## src/rtl/core/lrb_pkg.sv

```systemverilog
// lrb_pkg: widths, reset values and the CORDIC arctangent table shared by
// the landmark range/bearing block. No dependencies.
`default_nettype none

package lrb_pkg;

    localparam int POS_W    = 32;   // Q16.16 positions
    localparam int ANG_W    = 16;   // binary angle, 32768 = pi
    localparam int DIST_W   = 33;   // Q17.16 distance
    localparam int NUM_W    = 16;   // landmark number
    localparam int DIFF_W   = POS_W + 1;
    localparam int CORDIC_W = 36;   // holds 1.647 * sqrt(2) * 2^32 with sign
    localparam int Z_W      = 32;   // angle accumulator, 2^32 per turn
    localparam int IDX_W    = 5;    // step index into the atan table
    localparam int ATAN_N   = 32;

    localparam int CORDIC_STEPS_DEF = 16;

    localparam logic [POS_W-1:0] MAX_RANGE_RST = 32'd655360;   // 10.0 m
    localparam logic [Z_W-1:0]   Z_HALF_TURN   = 32'h8000_0000;

    // atan(2^-i), 2^32 units per turn
    localparam logic [Z_W-1:0] ATAN_TAB [ATAN_N] = '{
        32'h20000000, 32'h12E4051E, 32'h09FB385B, 32'h051111D4,
        32'h028B0D43, 32'h0145D7E1, 32'h00A2F61E, 32'h00517C55,
        32'h0028BE53, 32'h00145F2F, 32'h000A2F98, 32'h000517CC,
        32'h00028BE6, 32'h000145F3, 32'h0000A2FA, 32'h0000517D,
        32'h000028BE, 32'h0000145F, 32'h00000A30, 32'h00000518,
        32'h0000028C, 32'h00000146, 32'h000000A3, 32'h00000051,
        32'h00000029, 32'h00000014, 32'h0000000A, 32'h00000005,
        32'h00000003, 32'h00000001, 32'h00000001, 32'h00000000
    };

endpackage

`default_nettype wire

```

## src/rtl/core/lrb_in_if.sv

```systemverilog
// lrb_in_if: input channel of the range/bearing block, one landmark per beat.
// Depends on lrb_pkg.
`default_nettype none

interface lrb_in_if import lrb_pkg::*; ();
    logic                    valid;
    logic                    ready;
    logic                    start_of_frame;
    logic signed [POS_W-1:0] robot_x;
    logic signed [POS_W-1:0] robot_y;
    logic signed [ANG_W-1:0] robot_heading;
    logic signed [POS_W-1:0] landmark_x;
    logic signed [POS_W-1:0] landmark_y;

    modport source (
        output valid, start_of_frame, robot_x, robot_y, robot_heading,
               landmark_x, landmark_y,
        input  ready
    );
    modport sink (
        input  valid, start_of_frame, robot_x, robot_y, robot_heading,
               landmark_x, landmark_y,
        output ready
    );
endinterface

`default_nettype wire

```

## src/rtl/core/lrb_out_if.sv

```systemverilog
// lrb_out_if: result channel of the range/bearing block, one result per beat.
// Depends on lrb_pkg.
`default_nettype none

interface lrb_out_if import lrb_pkg::*; ();
    logic                    valid;
    logic                    ready;
    logic [DIST_W-1:0]       distance;
    logic signed [ANG_W-1:0] relative_angle;
    logic                    visible;
    logic [NUM_W-1:0]        landmark_number;

    modport source (
        output valid, distance, relative_angle, visible, landmark_number,
        input  ready
    );
    modport sink (
        input  valid, distance, relative_angle, visible, landmark_number,
        output ready
    );
endinterface

`default_nettype wire

```

## src/rtl/core/landmark_range_bearing.sv

```systemverilog
// landmark_range_bearing: top level. Range and bearing from robot to landmark.
// Depends on lrb_pkg, lrb_in_if, lrb_out_if, lrb_isqrt, lrb_cordic.
//
// Usage:
//   i_in carries one landmark per beat with the robot pose; o_out returns one
//   result beat per landmark: distance (Q17.16), bearing relative to heading
//   (binary angle), visible (distance < max_range) and the landmark number.
//   i_cfg_wr_en/i_cfg_wr_data write max_range; write it only while idle.
//   One item at a time: i_in.ready is high only while the block is idle.
//   An accepted item passes through a load state and then the computation, and the
//   next item can be accepted in the cycle the result appears. The square root (33
//   single-bit steps after two multiplies and a sum on one multiplier) is the
//   slower unit; the CORDIC runs alongside it.
//   The result sits in an output register, so a new item is accepted while it
//   waits; if the receiver still stalls when the next result is done, that
//   result holds inside and i_in.ready stays low.
//   Synchronous reset clears the counter, loads max_range = 10.0 m and drops
//   o_out.valid.
`default_nettype none

module landmark_range_bearing import lrb_pkg::*; #(
    parameter int CORDIC_STEPS = CORDIC_STEPS_DEF
) (
    input  wire logic             i_clk,
    input  wire logic             i_rst_n,
    input  wire logic             i_cfg_wr_en,
    input  wire logic [POS_W-1:0] i_cfg_wr_data,
    lrb_in_if.sink                i_in,
    lrb_out_if.source             o_out
);

    typedef enum logic [2:0] {
        T_IDLE = 3'b001,
        T_LOAD = 3'b010,
        T_RUN  = 3'b100
    } t_top_state;

    t_top_state               r_state, n_state;
    logic [POS_W-1:0]         r_max_range;
    logic [NUM_W-1:0]         r_cnt, r_num;
    logic signed [DIFF_W-1:0] r_dx, r_dy;
    logic [ANG_W-1:0]         r_head;
    logic                     r_out_valid;
    logic [DIST_W-1:0]        r_dist;
    logic [ANG_W-1:0]         r_rel;
    logic                     r_vis;
    logic [NUM_W-1:0]         r_out_num;

    logic                     accept, out_free, finish;
    logic [NUM_W-1:0]         num_now;
    logic                     sq_done, cd_done;
    logic [DIST_W-1:0]        root;
    logic [Z_W-1:0]           z;
    logic [ANG_W-1:0]         ang;

    assign accept   = i_in.valid && (r_state == T_IDLE);
    assign out_free = !r_out_valid || o_out.ready;
    assign finish   = (r_state == T_RUN) && sq_done && cd_done && out_free;
    assign num_now  = i_in.start_of_frame ? '0 : r_cnt;
    // round half up from 2^32 to 2^16 units per turn
    assign ang      = z[Z_W-1 -: ANG_W] + ANG_W'(z[Z_W-ANG_W-1]);

    always_comb begin
        n_state = r_state;
        unique case (r_state)
            T_IDLE:  if (accept) n_state = T_LOAD;
            T_LOAD:  n_state = T_RUN;
            T_RUN:   if (finish) n_state = T_IDLE;
            default: n_state = T_IDLE;
        endcase
    end

    always_ff @(posedge i_clk) begin
        if (!i_rst_n) begin
            r_state     <= T_IDLE;
            r_max_range <= MAX_RANGE_RST;
            r_cnt       <= '0;
            r_out_valid <= 1'b0;
        end else begin
            r_state <= n_state;
            if (i_cfg_wr_en) begin
                r_max_range <= i_cfg_wr_data;
            end
            if (accept) begin
                r_cnt <= (num_now == '1) ? num_now : num_now + 1'b1;
            end
            if (finish) begin
                r_out_valid <= 1'b1;
            end else if (o_out.ready) begin
                r_out_valid <= 1'b0;
            end
        end
    end

    always_ff @(posedge i_clk) begin
        if (accept) begin
            r_dx   <= {i_in.landmark_x[POS_W-1], i_in.landmark_x}
                    - {i_in.robot_x[POS_W-1], i_in.robot_x};
            r_dy   <= {i_in.landmark_y[POS_W-1], i_in.landmark_y}
                    - {i_in.robot_y[POS_W-1], i_in.robot_y};
            r_head <= i_in.robot_heading;
            r_num  <= num_now;
        end
        if (finish) begin
            r_dist    <= root;
            r_rel     <= ang - r_head;
            r_vis     <= (root < {1'b0, r_max_range});
            r_out_num <= r_num;
        end
    end

    lrb_isqrt u_isqrt (
        .i_clk   (i_clk),
        .i_rst_n (i_rst_n),
        .i_start (r_state == T_LOAD),
        .i_dx    (r_dx),
        .i_dy    (r_dy),
        .o_done  (sq_done),
        .o_root  (root)
    );

    lrb_cordic #(
        .CORDIC_STEPS (CORDIC_STEPS)
    ) u_cordic (
        .i_clk   (i_clk),
        .i_rst_n (i_rst_n),
        .i_start (r_state == T_LOAD),
        .i_dx    (r_dx),
        .i_dy    (r_dy),
        .o_done  (cd_done),
        .o_z     (z)
    );

    assign i_in.ready            = (r_state == T_IDLE);
    assign o_out.valid           = r_out_valid;
    assign o_out.distance        = r_dist;
    assign o_out.relative_angle  = r_rel;
    assign o_out.visible         = r_vis;
    assign o_out.landmark_number = r_out_num;

endmodule

`default_nettype wire

```

## src/rtl/core/lrb_isqrt.sv

```systemverilog
// lrb_isqrt: floor(sqrt(dx^2 + dy^2)) with one shared 32x32 multiplier and a
// one-bit-per-cycle restoring square root. Depends on lrb_pkg.
`default_nettype none

module lrb_isqrt import lrb_pkg::*; (
    input  wire logic                     i_clk,
    input  wire logic                     i_rst_n,
    input  wire logic                     i_start,
    input  wire logic signed [DIFF_W-1:0] i_dx,
    input  wire logic signed [DIFF_W-1:0] i_dy,
    output logic                          o_done,
    output logic [DIST_W-1:0]             o_root
);

    localparam int PROD_W = 2 * POS_W;
    localparam int RAD_W  = 2 * DIST_W;     // radicand padded to even width
    localparam int REM_W  = DIST_W + 4;
    localparam int K_W    = $clog2(DIST_W);

    typedef enum logic [5:0] {
        Q_IDLE = 6'b000001,
        Q_MX   = 6'b000010,
        Q_MY   = 6'b000100,
        Q_SUM  = 6'b001000,
        Q_ROOT = 6'b010000,
        Q_DONE = 6'b100000
    } t_sq_state;

    t_sq_state          r_state, n_state;
    logic [POS_W-1:0]   r_ux, r_uy;
    logic [PROD_W-1:0]  r_prod;
    logic [RAD_W-1:0]   r_rad;
    logic [REM_W-1:0]   r_rem;
    logic [DIST_W-1:0]  r_root;
    logic [K_W-1:0]     r_k;

    logic [DIFF_W-1:0]  abs_dx, abs_dy;
    logic [POS_W-1:0]   mul_op;
    logic [PROD_W-1:0]  mul_res;
    logic [PROD_W:0]    sum;
    logic [REM_W-1:0]   rem_sh, trial;
    logic               ge;

    // |d| <= 2^32 - 1, so the low 32 bits carry it
    assign abs_dx  = i_dx[DIFF_W-1] ? DIFF_W'(-i_dx) : DIFF_W'(i_dx);
    assign abs_dy  = i_dy[DIFF_W-1] ? DIFF_W'(-i_dy) : DIFF_W'(i_dy);
    assign mul_op  = (r_state == Q_MX) ? r_ux : r_uy;
    assign mul_res = PROD_W'(mul_op) * PROD_W'(mul_op);
    assign sum     = {1'b0, r_rad[PROD_W-1:0]} + {1'b0, r_prod};

    assign rem_sh = {r_rem[REM_W-3:0], r_rad[RAD_W-1 -: 2]};
    assign trial  = {2'b00, r_root, 2'b01};
    assign ge     = (rem_sh >= trial);

    always_comb begin
        n_state = r_state;
        unique case (r_state)
            Q_IDLE, Q_DONE: if (i_start) n_state = Q_MX;
            Q_MX:           n_state = Q_MY;
            Q_MY:           n_state = Q_SUM;
            Q_SUM:          n_state = Q_ROOT;
            Q_ROOT:         if (r_k == '0) n_state = Q_DONE;
            default:        n_state = Q_IDLE;
        endcase
    end

    always_ff @(posedge i_clk) begin
        if (!i_rst_n) begin
            r_state <= Q_IDLE;
        end else begin
            r_state <= n_state;
        end
    end

    always_ff @(posedge i_clk) begin
        unique case (r_state)
            Q_IDLE, Q_DONE: begin
                if (i_start) begin
                    r_ux <= abs_dx[POS_W-1:0];
                    r_uy <= abs_dy[POS_W-1:0];
                end
            end
            Q_MX: begin
                r_prod <= mul_res;
            end
            Q_MY: begin
                r_rad  <= RAD_W'(r_prod);
                r_prod <= mul_res;
            end
            Q_SUM: begin
                r_rad  <= RAD_W'(sum);
                r_rem  <= '0;
                r_root <= '0;
                r_k    <= K_W'(DIST_W - 1);
            end
            Q_ROOT: begin
                r_rem  <= ge ? (rem_sh - trial) : rem_sh;
                r_root <= {r_root[DIST_W-2:0], ge};
                r_rad  <= {r_rad[RAD_W-3:0], 2'b00};
                r_k    <= r_k - 1'b1;
            end
            default: begin
            end
        endcase
    end

    assign o_done = (r_state == Q_DONE);
    assign o_root = r_root;

endmodule

`default_nettype wire

```

## src/rtl/core/lrb_cordic.sv

```systemverilog
// lrb_cordic: iterative vectoring CORDIC, atan2(dy, dx) in 2^32 units per turn,
// one micro-rotation per cycle. Depends on lrb_pkg.
`default_nettype none

module lrb_cordic import lrb_pkg::*; #(
    parameter int CORDIC_STEPS = CORDIC_STEPS_DEF
) (
    input  wire logic                     i_clk,
    input  wire logic                     i_rst_n,
    input  wire logic                     i_start,
    input  wire logic signed [DIFF_W-1:0] i_dx,
    input  wire logic signed [DIFF_W-1:0] i_dy,
    output logic                          o_done,
    output logic [Z_W-1:0]                o_z
);

    localparam int EXT_W = CORDIC_W - DIFF_W;
    localparam int LAST  = (CORDIC_STEPS > ATAN_N) ? ATAN_N - 1 : CORDIC_STEPS - 1;

    typedef enum logic [2:0] {
        C_IDLE = 3'b001,
        C_RUN  = 3'b010,
        C_DONE = 3'b100
    } t_cd_state;

    t_cd_state                   r_state, n_state;
    logic signed [CORDIC_W-1:0]  r_x, r_y;
    logic [Z_W-1:0]              r_z;
    logic [IDX_W-1:0]            r_i;

    logic signed [CORDIC_W-1:0]  ex, ey, xs, ys;
    logic                        zero_in, y_pos;

    assign ex      = {{EXT_W{i_dx[DIFF_W-1]}}, i_dx};
    assign ey      = {{EXT_W{i_dy[DIFF_W-1]}}, i_dy};
    assign zero_in = (i_dx == '0) && (i_dy == '0);
    assign xs      = r_x >>> r_i;
    assign ys      = r_y >>> r_i;
    assign y_pos   = !r_y[CORDIC_W-1] && (r_y != '0);

    always_comb begin
        n_state = r_state;
        unique case (r_state)
            C_IDLE, C_DONE: if (i_start) n_state = zero_in ? C_DONE : C_RUN;
            C_RUN:          if (r_i == IDX_W'(LAST)) n_state = C_DONE;
            default:        n_state = C_IDLE;
        endcase
    end

    always_ff @(posedge i_clk) begin
        if (!i_rst_n) begin
            r_state <= C_IDLE;
        end else begin
            r_state <= n_state;
        end
    end

    always_ff @(posedge i_clk) begin
        unique case (r_state)
            C_IDLE, C_DONE: begin
                if (i_start) begin
                    r_i <= '0;
                    // left half-plane: rotate by pi first
                    if (i_dx[DIFF_W-1]) begin
                        r_x <= -ex;
                        r_y <= -ey;
                        r_z <= Z_HALF_TURN;
                    end else begin
                        r_x <= ex;
                        r_y <= ey;
                        r_z <= '0;
                    end
                end
            end
            C_RUN: begin
                r_i <= r_i + 1'b1;
                if (y_pos) begin
                    r_x <= r_x + ys;
                    r_y <= r_y - xs;
                    r_z <= r_z + ATAN_TAB[r_i];
                end else begin
                    r_x <= r_x - ys;
                    r_y <= r_y + xs;
                    r_z <= r_z - ATAN_TAB[r_i];
                end
            end
            default: begin
            end
        endcase
    end

    assign o_done = (r_state == C_DONE);
    assign o_z    = r_z;

endmodule

`default_nettype wire

```

## src/flat_wrapper.sv

```systemverilog
// flat-port wrapper written by rule: the top's interface ports become plain ports
module landmark_range_bearing_flat import lrb_pkg::*;
#(
    parameter int CORDIC_STEPS = CORDIC_STEPS_DEF
)
  (i_clk, i_rst_n, i_cfg_wr_en, i_cfg_wr_data, i_in_valid, i_in_start_of_frame, i_in_robot_x, i_in_robot_y, i_in_robot_heading, i_in_landmark_x, i_in_landmark_y, i_in_ready, o_out_valid, o_out_distance, o_out_relative_angle, o_out_visible, o_out_landmark_number, o_out_ready);
  lrb_in_if i_in_i ();
  lrb_out_if o_out_i ();
  input  wire logic i_clk;
  input  wire logic i_rst_n;
  input  wire logic i_cfg_wr_en;
  input  wire logic [POS_W-1:0] i_cfg_wr_data;
  input wire logic [$bits(i_in_i.valid)-1:0] i_in_valid;
  input wire logic [$bits(i_in_i.start_of_frame)-1:0] i_in_start_of_frame;
  input wire logic [$bits(i_in_i.robot_x)-1:0] i_in_robot_x;
  input wire logic [$bits(i_in_i.robot_y)-1:0] i_in_robot_y;
  input wire logic [$bits(i_in_i.robot_heading)-1:0] i_in_robot_heading;
  input wire logic [$bits(i_in_i.landmark_x)-1:0] i_in_landmark_x;
  input wire logic [$bits(i_in_i.landmark_y)-1:0] i_in_landmark_y;
  output wire logic [$bits(i_in_i.ready)-1:0] i_in_ready;
  output wire logic [$bits(o_out_i.valid)-1:0] o_out_valid;
  output wire logic [$bits(o_out_i.distance)-1:0] o_out_distance;
  output wire logic [$bits(o_out_i.relative_angle)-1:0] o_out_relative_angle;
  output wire logic [$bits(o_out_i.visible)-1:0] o_out_visible;
  output wire logic [$bits(o_out_i.landmark_number)-1:0] o_out_landmark_number;
  input wire logic [$bits(o_out_i.ready)-1:0] o_out_ready;
  assign i_in_i.valid = i_in_valid;
  assign i_in_i.start_of_frame = i_in_start_of_frame;
  assign i_in_i.robot_x = i_in_robot_x;
  assign i_in_i.robot_y = i_in_robot_y;
  assign i_in_i.robot_heading = i_in_robot_heading;
  assign i_in_i.landmark_x = i_in_landmark_x;
  assign i_in_i.landmark_y = i_in_landmark_y;
  assign i_in_ready = i_in_i.ready;
  assign o_out_valid = o_out_i.valid;
  assign o_out_distance = o_out_i.distance;
  assign o_out_relative_angle = o_out_i.relative_angle;
  assign o_out_visible = o_out_i.visible;
  assign o_out_landmark_number = o_out_i.landmark_number;
  assign o_out_i.ready = o_out_ready;
  landmark_range_bearing #(.CORDIC_STEPS(CORDIC_STEPS)) u_core (.i_clk(i_clk), .i_rst_n(i_rst_n), .i_cfg_wr_en(i_cfg_wr_en), .i_cfg_wr_data(i_cfg_wr_data), .i_in(i_in_i), .o_out(o_out_i));
endmodule
```

## config.mk

```make
export PLATFORM = sky130hd
export DESIGN_NAME = landmark_range_bearing_flat
export DESIGN_NICKNAME = d
export VERILOG_FILES = /design/src/rtl/core/lrb_pkg.sv /design/src/rtl/core/lrb_in_if.sv /design/src/rtl/core/lrb_out_if.sv /design/src/rtl/core/landmark_range_bearing.sv /design/src/rtl/core/lrb_isqrt.sv /design/src/rtl/core/lrb_cordic.sv /design/src/flat_wrapper.sv
export SDC_FILE = /design/constraint.sdc
export NUM_CORES = 2
export LEC_CHECK = 0
export ABC_AREA = 1
export BUFFER_PORTS_ARGS = -buffer_cell sky130_fd_sc_hd__buf_2
export CAP_MARGIN = 20
export CORE_MARGIN = 2
export CORE_UTILIZATION = 30
export DETAILED_ROUTE_END_ITERATION = 8
export GPL_TIMING_DRIVEN = 0
export HOLD_SLACK_MARGIN = 0.06
export PLACE_DENSITY = 0.43
export SLEW_MARGIN = 20
export SYNTH_ARGS = -nofsm -noshare
export SYNTH_HDL_FRONTEND = slang
export SYNTH_HIERARCHICAL = 1
export SYNTH_SLANG_ARGS = --single-unit
```

## constraint.sdc

```tcl
create_clock -name i_clk -period 26.7 [get_ports i_clk]
set_input_delay 2.67 -clock i_clk [delete_from_list [all_inputs] [get_ports i_clk]]
set_output_delay 2.67 -clock i_clk [all_outputs]
set_load 0.05 [all_outputs]
```

==> After elaboration in Yosys (flattened, before gate mapping) <==
Memory sizes are Yosys's and may differ from the RTL's.
Cells that the tools add are included.
{ "op_classes": {"n_lt_le_gt_ge": 3, "n_eq_ne": 20, "bitwise": 1, "shifts": 2, "n_reduce_logical": 25, "mux": 38, "mul": 1, "n_addsub": 19} }
{ "op_table": {"columns": ["cell", "count"], "rows": [
  ["two-way mux 32 bit", 8],
  ["two-way mux 36 bit", 6],
  ["case mux 66 bit (3 select lines)", 1],
  ["case mux 36 bit (2 select lines)", 2],
  ["adder 36 bit", 2],
  ["negation 33 -> 36 bit", 2],
  [">>> shifter 36 x 5 -> 36 bit", 2],
  ["subtractor 36 bit", 2],
  ["case mux 35 bit (2 select lines)", 1],
  ["logical NOT 33 bit", 2],
  ["case mux 33 bit (2 select lines)", 1],
  ["subtractor 32 x 32 -> 33 bit", 2],
  ["adder 64 x 64 -> 65 bit", 1],
  ["multiplier 32 x 32 -> 64 bit", 1],
  ["negation 32 bit", 2],
  ["case mux 32 bit (2 select lines)", 1],
  [">= comparator 37 x 35 -> 1 bit", 1],
  ["nonzero test 36 bit", 1],
  ["two-way mux 35 bit", 1],
  ["subtractor 35 bit", 1],
  ["less-than comparator 33 x 32 -> 1 bit", 1],
  ["adder 32 bit", 1],
  ["two-way mux 16 bit", 2],
  ["subtractor 32 bit", 1],
  ["37 further kinds", 64]
]} }
{ "word_totals": {"regBits": 602, "output_inout_bits": 68, "n_memories": 1, "input_bits": 182, "elab_cells": 135, "romBits": 1024} }
{ "memory_table": {"columns": ["memory", "words", "word_bits", "rd", "rd_clocked_by_memory_dff", "wr", "line_no", "source"], "rows": [
  ["(name not given)", 32, 32, 1, 0, 0, "lrb_cordic.sv:84", "r_z <= r_z - ATAN_TAB[r_i];"]
]} }

==> Longest topological paths before layout <==
{ "depth": {"depth_word": 7, "mapped_depth": 37, "depth_no_buf": 34} }

==> Modules after synthesis <==
The synthesis kept the hierarchy.
{ "modules_own_cells": {"columns": ["module", "n_inst", "seq_area_each_um2", "cells_per_inst", "area_each_um2"], "rows": [
  ["lrb_isqrt", 1, 8137.8, 6674, 51535.7],
  ["lrb_cordic", 1, 3333.2, 3231, 19150.9],
  ["landmark_range_bearing", 1, 5965.7, 1793, 13904.6]
]} }

==> Worst setup path before layout <==
Ideal clock, no wire load.
{ "synth_path": {"kind": "register -> register", "start": "reg, netlist name u_core/u_cordic/r_i[4]", "end": "reg u_core.u_cordic.r_z[0], in the netlist u_core/u_cordic/o_z[0] (enable)", "slack_ps": 16618, "arrival_time_ps": 9355, "period_less_slack_ps": 10082, "setup_ps": 728, "t_required_ps": 25972, "path_stages_with_launch": 10, "path_buffers": 4, "cell_sequence": "edfxtp_1 > buf_2 > inv_1 > buf_2 > buf_1 > buf_1 > ha_1 > or2_2 > o21ai_0 > o21ai_0"} }
{ "synth_lines": {"columns": ["element", "line_no", "source"], "rows": [
  ["end signal: assignment", "lrb_cordic.sv:80", "r_z <= r_z + ATAN_TAB[r_i];"],
  ["end signal: assignment", "lrb_cordic.sv:84", null],
  ["end: declaration", "lrb_cordic.sv:28", "logic [Z_W-1:0] r_z;"]
]} }

==> Worst setup path in the final report <==
{ "layout_path": {"start": "reg u_core.u_isqrt.r_state[4]", "end": "reg u_core.u_isqrt.r_prod[58] (data pin)"} }
{ "layout_between": {"elab_chain_len": 3} }
{ "layout_lines": {"columns": ["element", "line_no", "source"], "rows": [
  ["start: declaration", "lrb_isqrt.sv:29", "t_sq_state r_state, n_state;"],
  ["start signal: assignment", "lrb_isqrt.sv:71", "r_state <= n_state;"],
  ["== test 6 x 2 -> 1 bit", "lrb_isqrt.sv:47", "assign mul_op = (r_state == Q_MX) ? r_ux : r_uy;"],
  ["two-way mux 32 bit", "lrb_isqrt.sv:47", null],
  ["multiplier 32 x 32 -> 64 bit", "lrb_isqrt.sv:48", "assign mul_res = PROD_W'(mul_op) * PROD_W'(mul_op);"],
  ["via u_core.u_isqrt.mul_res[58]", "lrb_isqrt.sv:39", "logic [PROD_W-1:0] mul_res;"],
  ["end signal: assignment", "lrb_isqrt.sv:84", "r_prod <= mul_res;"],
  ["end signal: assignment", "lrb_isqrt.sv:88", "r_prod <= mul_res;"],
  ["end: declaration", "lrb_isqrt.sv:31", "logic [PROD_W-1:0] r_prod;"]
]} }
The timed path passes the listed nets, and every way through them passes these cells.
A chain may end at the register's enable or synchronous reset.

==> reports/results.ini <==
[synth]
synth_largest_area_cell=edfxtp_1
syn-mean-instance-area_um2=7.231
postSynthNetCount=13313
ys_seq_area_frac=0.2061
yosysWarnings=6
synth.area.top_cells=edfxtp_1 19%, fa_1 19%, nand2_1 13%
synthArstFlopShare=0
ys.flop_type=edfxtp_1
syn-cell-area_um2=84590
syn_inst=11698
yosys.area.top_type_share=0.1917
synth_seq_cells=601
synth_edf_count=540
synth_cell_types=75

[global_routing]
grt_max_degree=67
grtUsageTotal=0.2440
grt_pass1_wl_um=518000
grt_overflow=0
grt_pass1_vias=77512
antenna_found_initial=16

[timing]
fin_crit_sh=0.3768
setup_violations=0
rsz0062_at_grt=false
worst_slew_pin_slew_ps=1186
slew_violations=0
hold_violations=0
skew_ps=84.86
fin_setup_tns_ps=0
fmax_mhz=99.39
timing.slew.headroom=0.2092
min_period_ps=10060
holdWs_ps=381.4

[cells_and_area]
fin_nets=13657
final_cell_area_um2=93600
instances_no_fill=15839
syn2layout_area_growth_pct=10.65
final_layout_size_suffix_gt1_frac=0.07335

[clock_network]
cts_root_buffer=clkbuf_16
cts_tree=done
cts_sinks=601
numCtsBuffers=78
cts_buffer_depth=3
htreeDepth=3
cts_setup_buffers=0
cts-hold-fix-buffers=0
clkLatencyLatePin_ps=740
cts-resized-gates=0
clk_pin_slew_ps=60

[min_path]
holdCritPathClass=reg2reg

[floorplanning]
rows=194
dieArea_um2=286200
start_util=0.3023
coreArea_um2=279900
fp.dieH_um=535.0
die_w_um=535.0
design.portCount=250

[critical_path]
worstPathArrival_ps=10480
cp-start-kind=register
cp_common_cell=inv_1
cpPeakStageDelay_ps=840
slowest_stage=o21ai_1
cp-end-kind=register
crit_path_max_fanout=10
crit_type=reg2reg
required_ps=27120

[placed_design]
dp.cells=15686
port_buffers=248
place_area_um2=90940
hpwl_um=299300
globalplace.congestion=0.9785

[detailed_routing]
via_per_inst=4.898
wl_per_cell_um=22.43
first_pass_iters=8
drt_wl_total_um=355200
ant_nets=0
drcViolationCount=0
vias=77585
dr.first_iter.drc_count=5721

[flow_run]
cap_viol_max_count=0

[run_status]
outcome=finished, final reports clean

## critical path, delay by kind of cell (launching register included)
family,cells,cell delay (ps)
AOI/OAI and AO/OA,2,1140
DFF,1,330
and+or+nand+nor,9,1890
buffers and inverters,11,1750
adders and majority gates,9,4580
## Yosys cell counts, drive strengths merged, types with 84 or more instances
cell and count:
nor3 131, fa 799, inv 2498, a21oi 594
nand4 84, xor2 244, ha 634, nand2 2947
nand3 758, nor2 1283, edfxtp 540, o21ai 443
buf 182
## flip-flops by register name, summed over array words and instances (netlist names), 32 cells and up
name                   cells
u_core/u_isqrt/r_prod     63
u_core/u_cordic/o_z       32
u_core/u_cordic/r_x       36
u_core/u_isqrt/r_uy       32
u_core/r_dy               33
u_core/u_cordic/r_y       36
u_core/u_isqrt/r_rem      35
u_core/r_dx               33
u_core/r_max_range        32
u_core/u_isqrt/o_root     33
u_core/o_out.distance     33
u_core/u_isqrt/r_ux       32
u_core/u_isqrt/r_rad      66
## final timing paths
| path | cells after the start | slack [ps] | from | endpoint |
|---|---|---|---|---|
| setup / recovery | 31 | 16640 | u_core/u_isqrt/r_state[4] | u_core/u_isqrt/r_prod[58] |
| hold / removal | 0 | 380 | u_core/r_num[6] | u_core/o_out.landmark_number[6] |
| setup reg to reg | 31 | 16640 | u_core/u_isqrt/r_state[4] | u_core/u_isqrt/r_prod[58] |
| hold reg to reg | 0 | 380 | u_core/r_num[6] | u_core/o_out.landmark_number[6] |
## final cells by class
class | instances | area [um^2]
Antenna cell | 9 | 22.52
Tap cell | 3724 | 4659
Sequential cell | 601 | 17440
Clock inverter | 51 | 575.6
Fill cell | 30477 | 186300
Multi-Input combinational cell | 8327 | 56340
Clock buffer | 93 | 2058
Inverter | 2505 | 9415
Buffer | 265 | 1473
Timing Repair Buffer | 264 | 1619
## kinds of logic (layout without fill, tap and decap cells)
| logic type | count (synthesis) | after routing | synth area share |
|---|---|---|---|
| buffers and inverters | 2770 | 3178 | 0.1286 |
| AND/OR/NAND/NOR | 5295 | 5295 | 0.2625 |
| flip-flops | 601 | 601 | 0.2061 |
| XOR/XNOR | 319 | 319 | 0.03365 |
| multiplexers | 1 | 1 | 0.0001183 |
| adder cells (fa/ha/maj) | 1433 | 1433 | 0.2829 |
| AO/OA/AOI/OAI | 1279 | 1279 | 0.08616 |
| other | 0 | 9 | 0 |
## cells in the final DEF, fill, tap and decap left out, drive strengths merged, types with 75 or more instances in the layout
master and n:
clkbuf 176, edfxtp 540, fa 799, nand2 2947
xnor2 75, nand3 758, nor3 131, nand4 84
xor2 244, buf 446, nor2 1283, ha 634
o21ai 443, a21oi 594, inv 2503
## per-stage QoR
stage / util / setup WS [ps]
final: 0.3344 / 16640
after global routing: 0.3344 / 16280
after CTS: 0.3343 / 16630
after detailed placement: 0.3249 / 16700
after global placement: 0.3233 / 9196
after floorplan: - / 16620
## metal layers
layer | vias up | track usage | wire length (um) | share of wire
li1 | 37176 | - | - | -
met3 | 408 | 0.02869 | 18710 | 0.053
met5 | - | 0 | 21 | 0.000059
met4 | 4 | 0.06901 | 11210 | 0.032
met1 | 37705 | 0.3393 | 163800 | 0.46
met2 | 2292 | 0.3975 | 161500 | 0.45
Power is not shown: default switching activity piles up to over one toggle a cycle in this logic, so the estimate is an artifact.
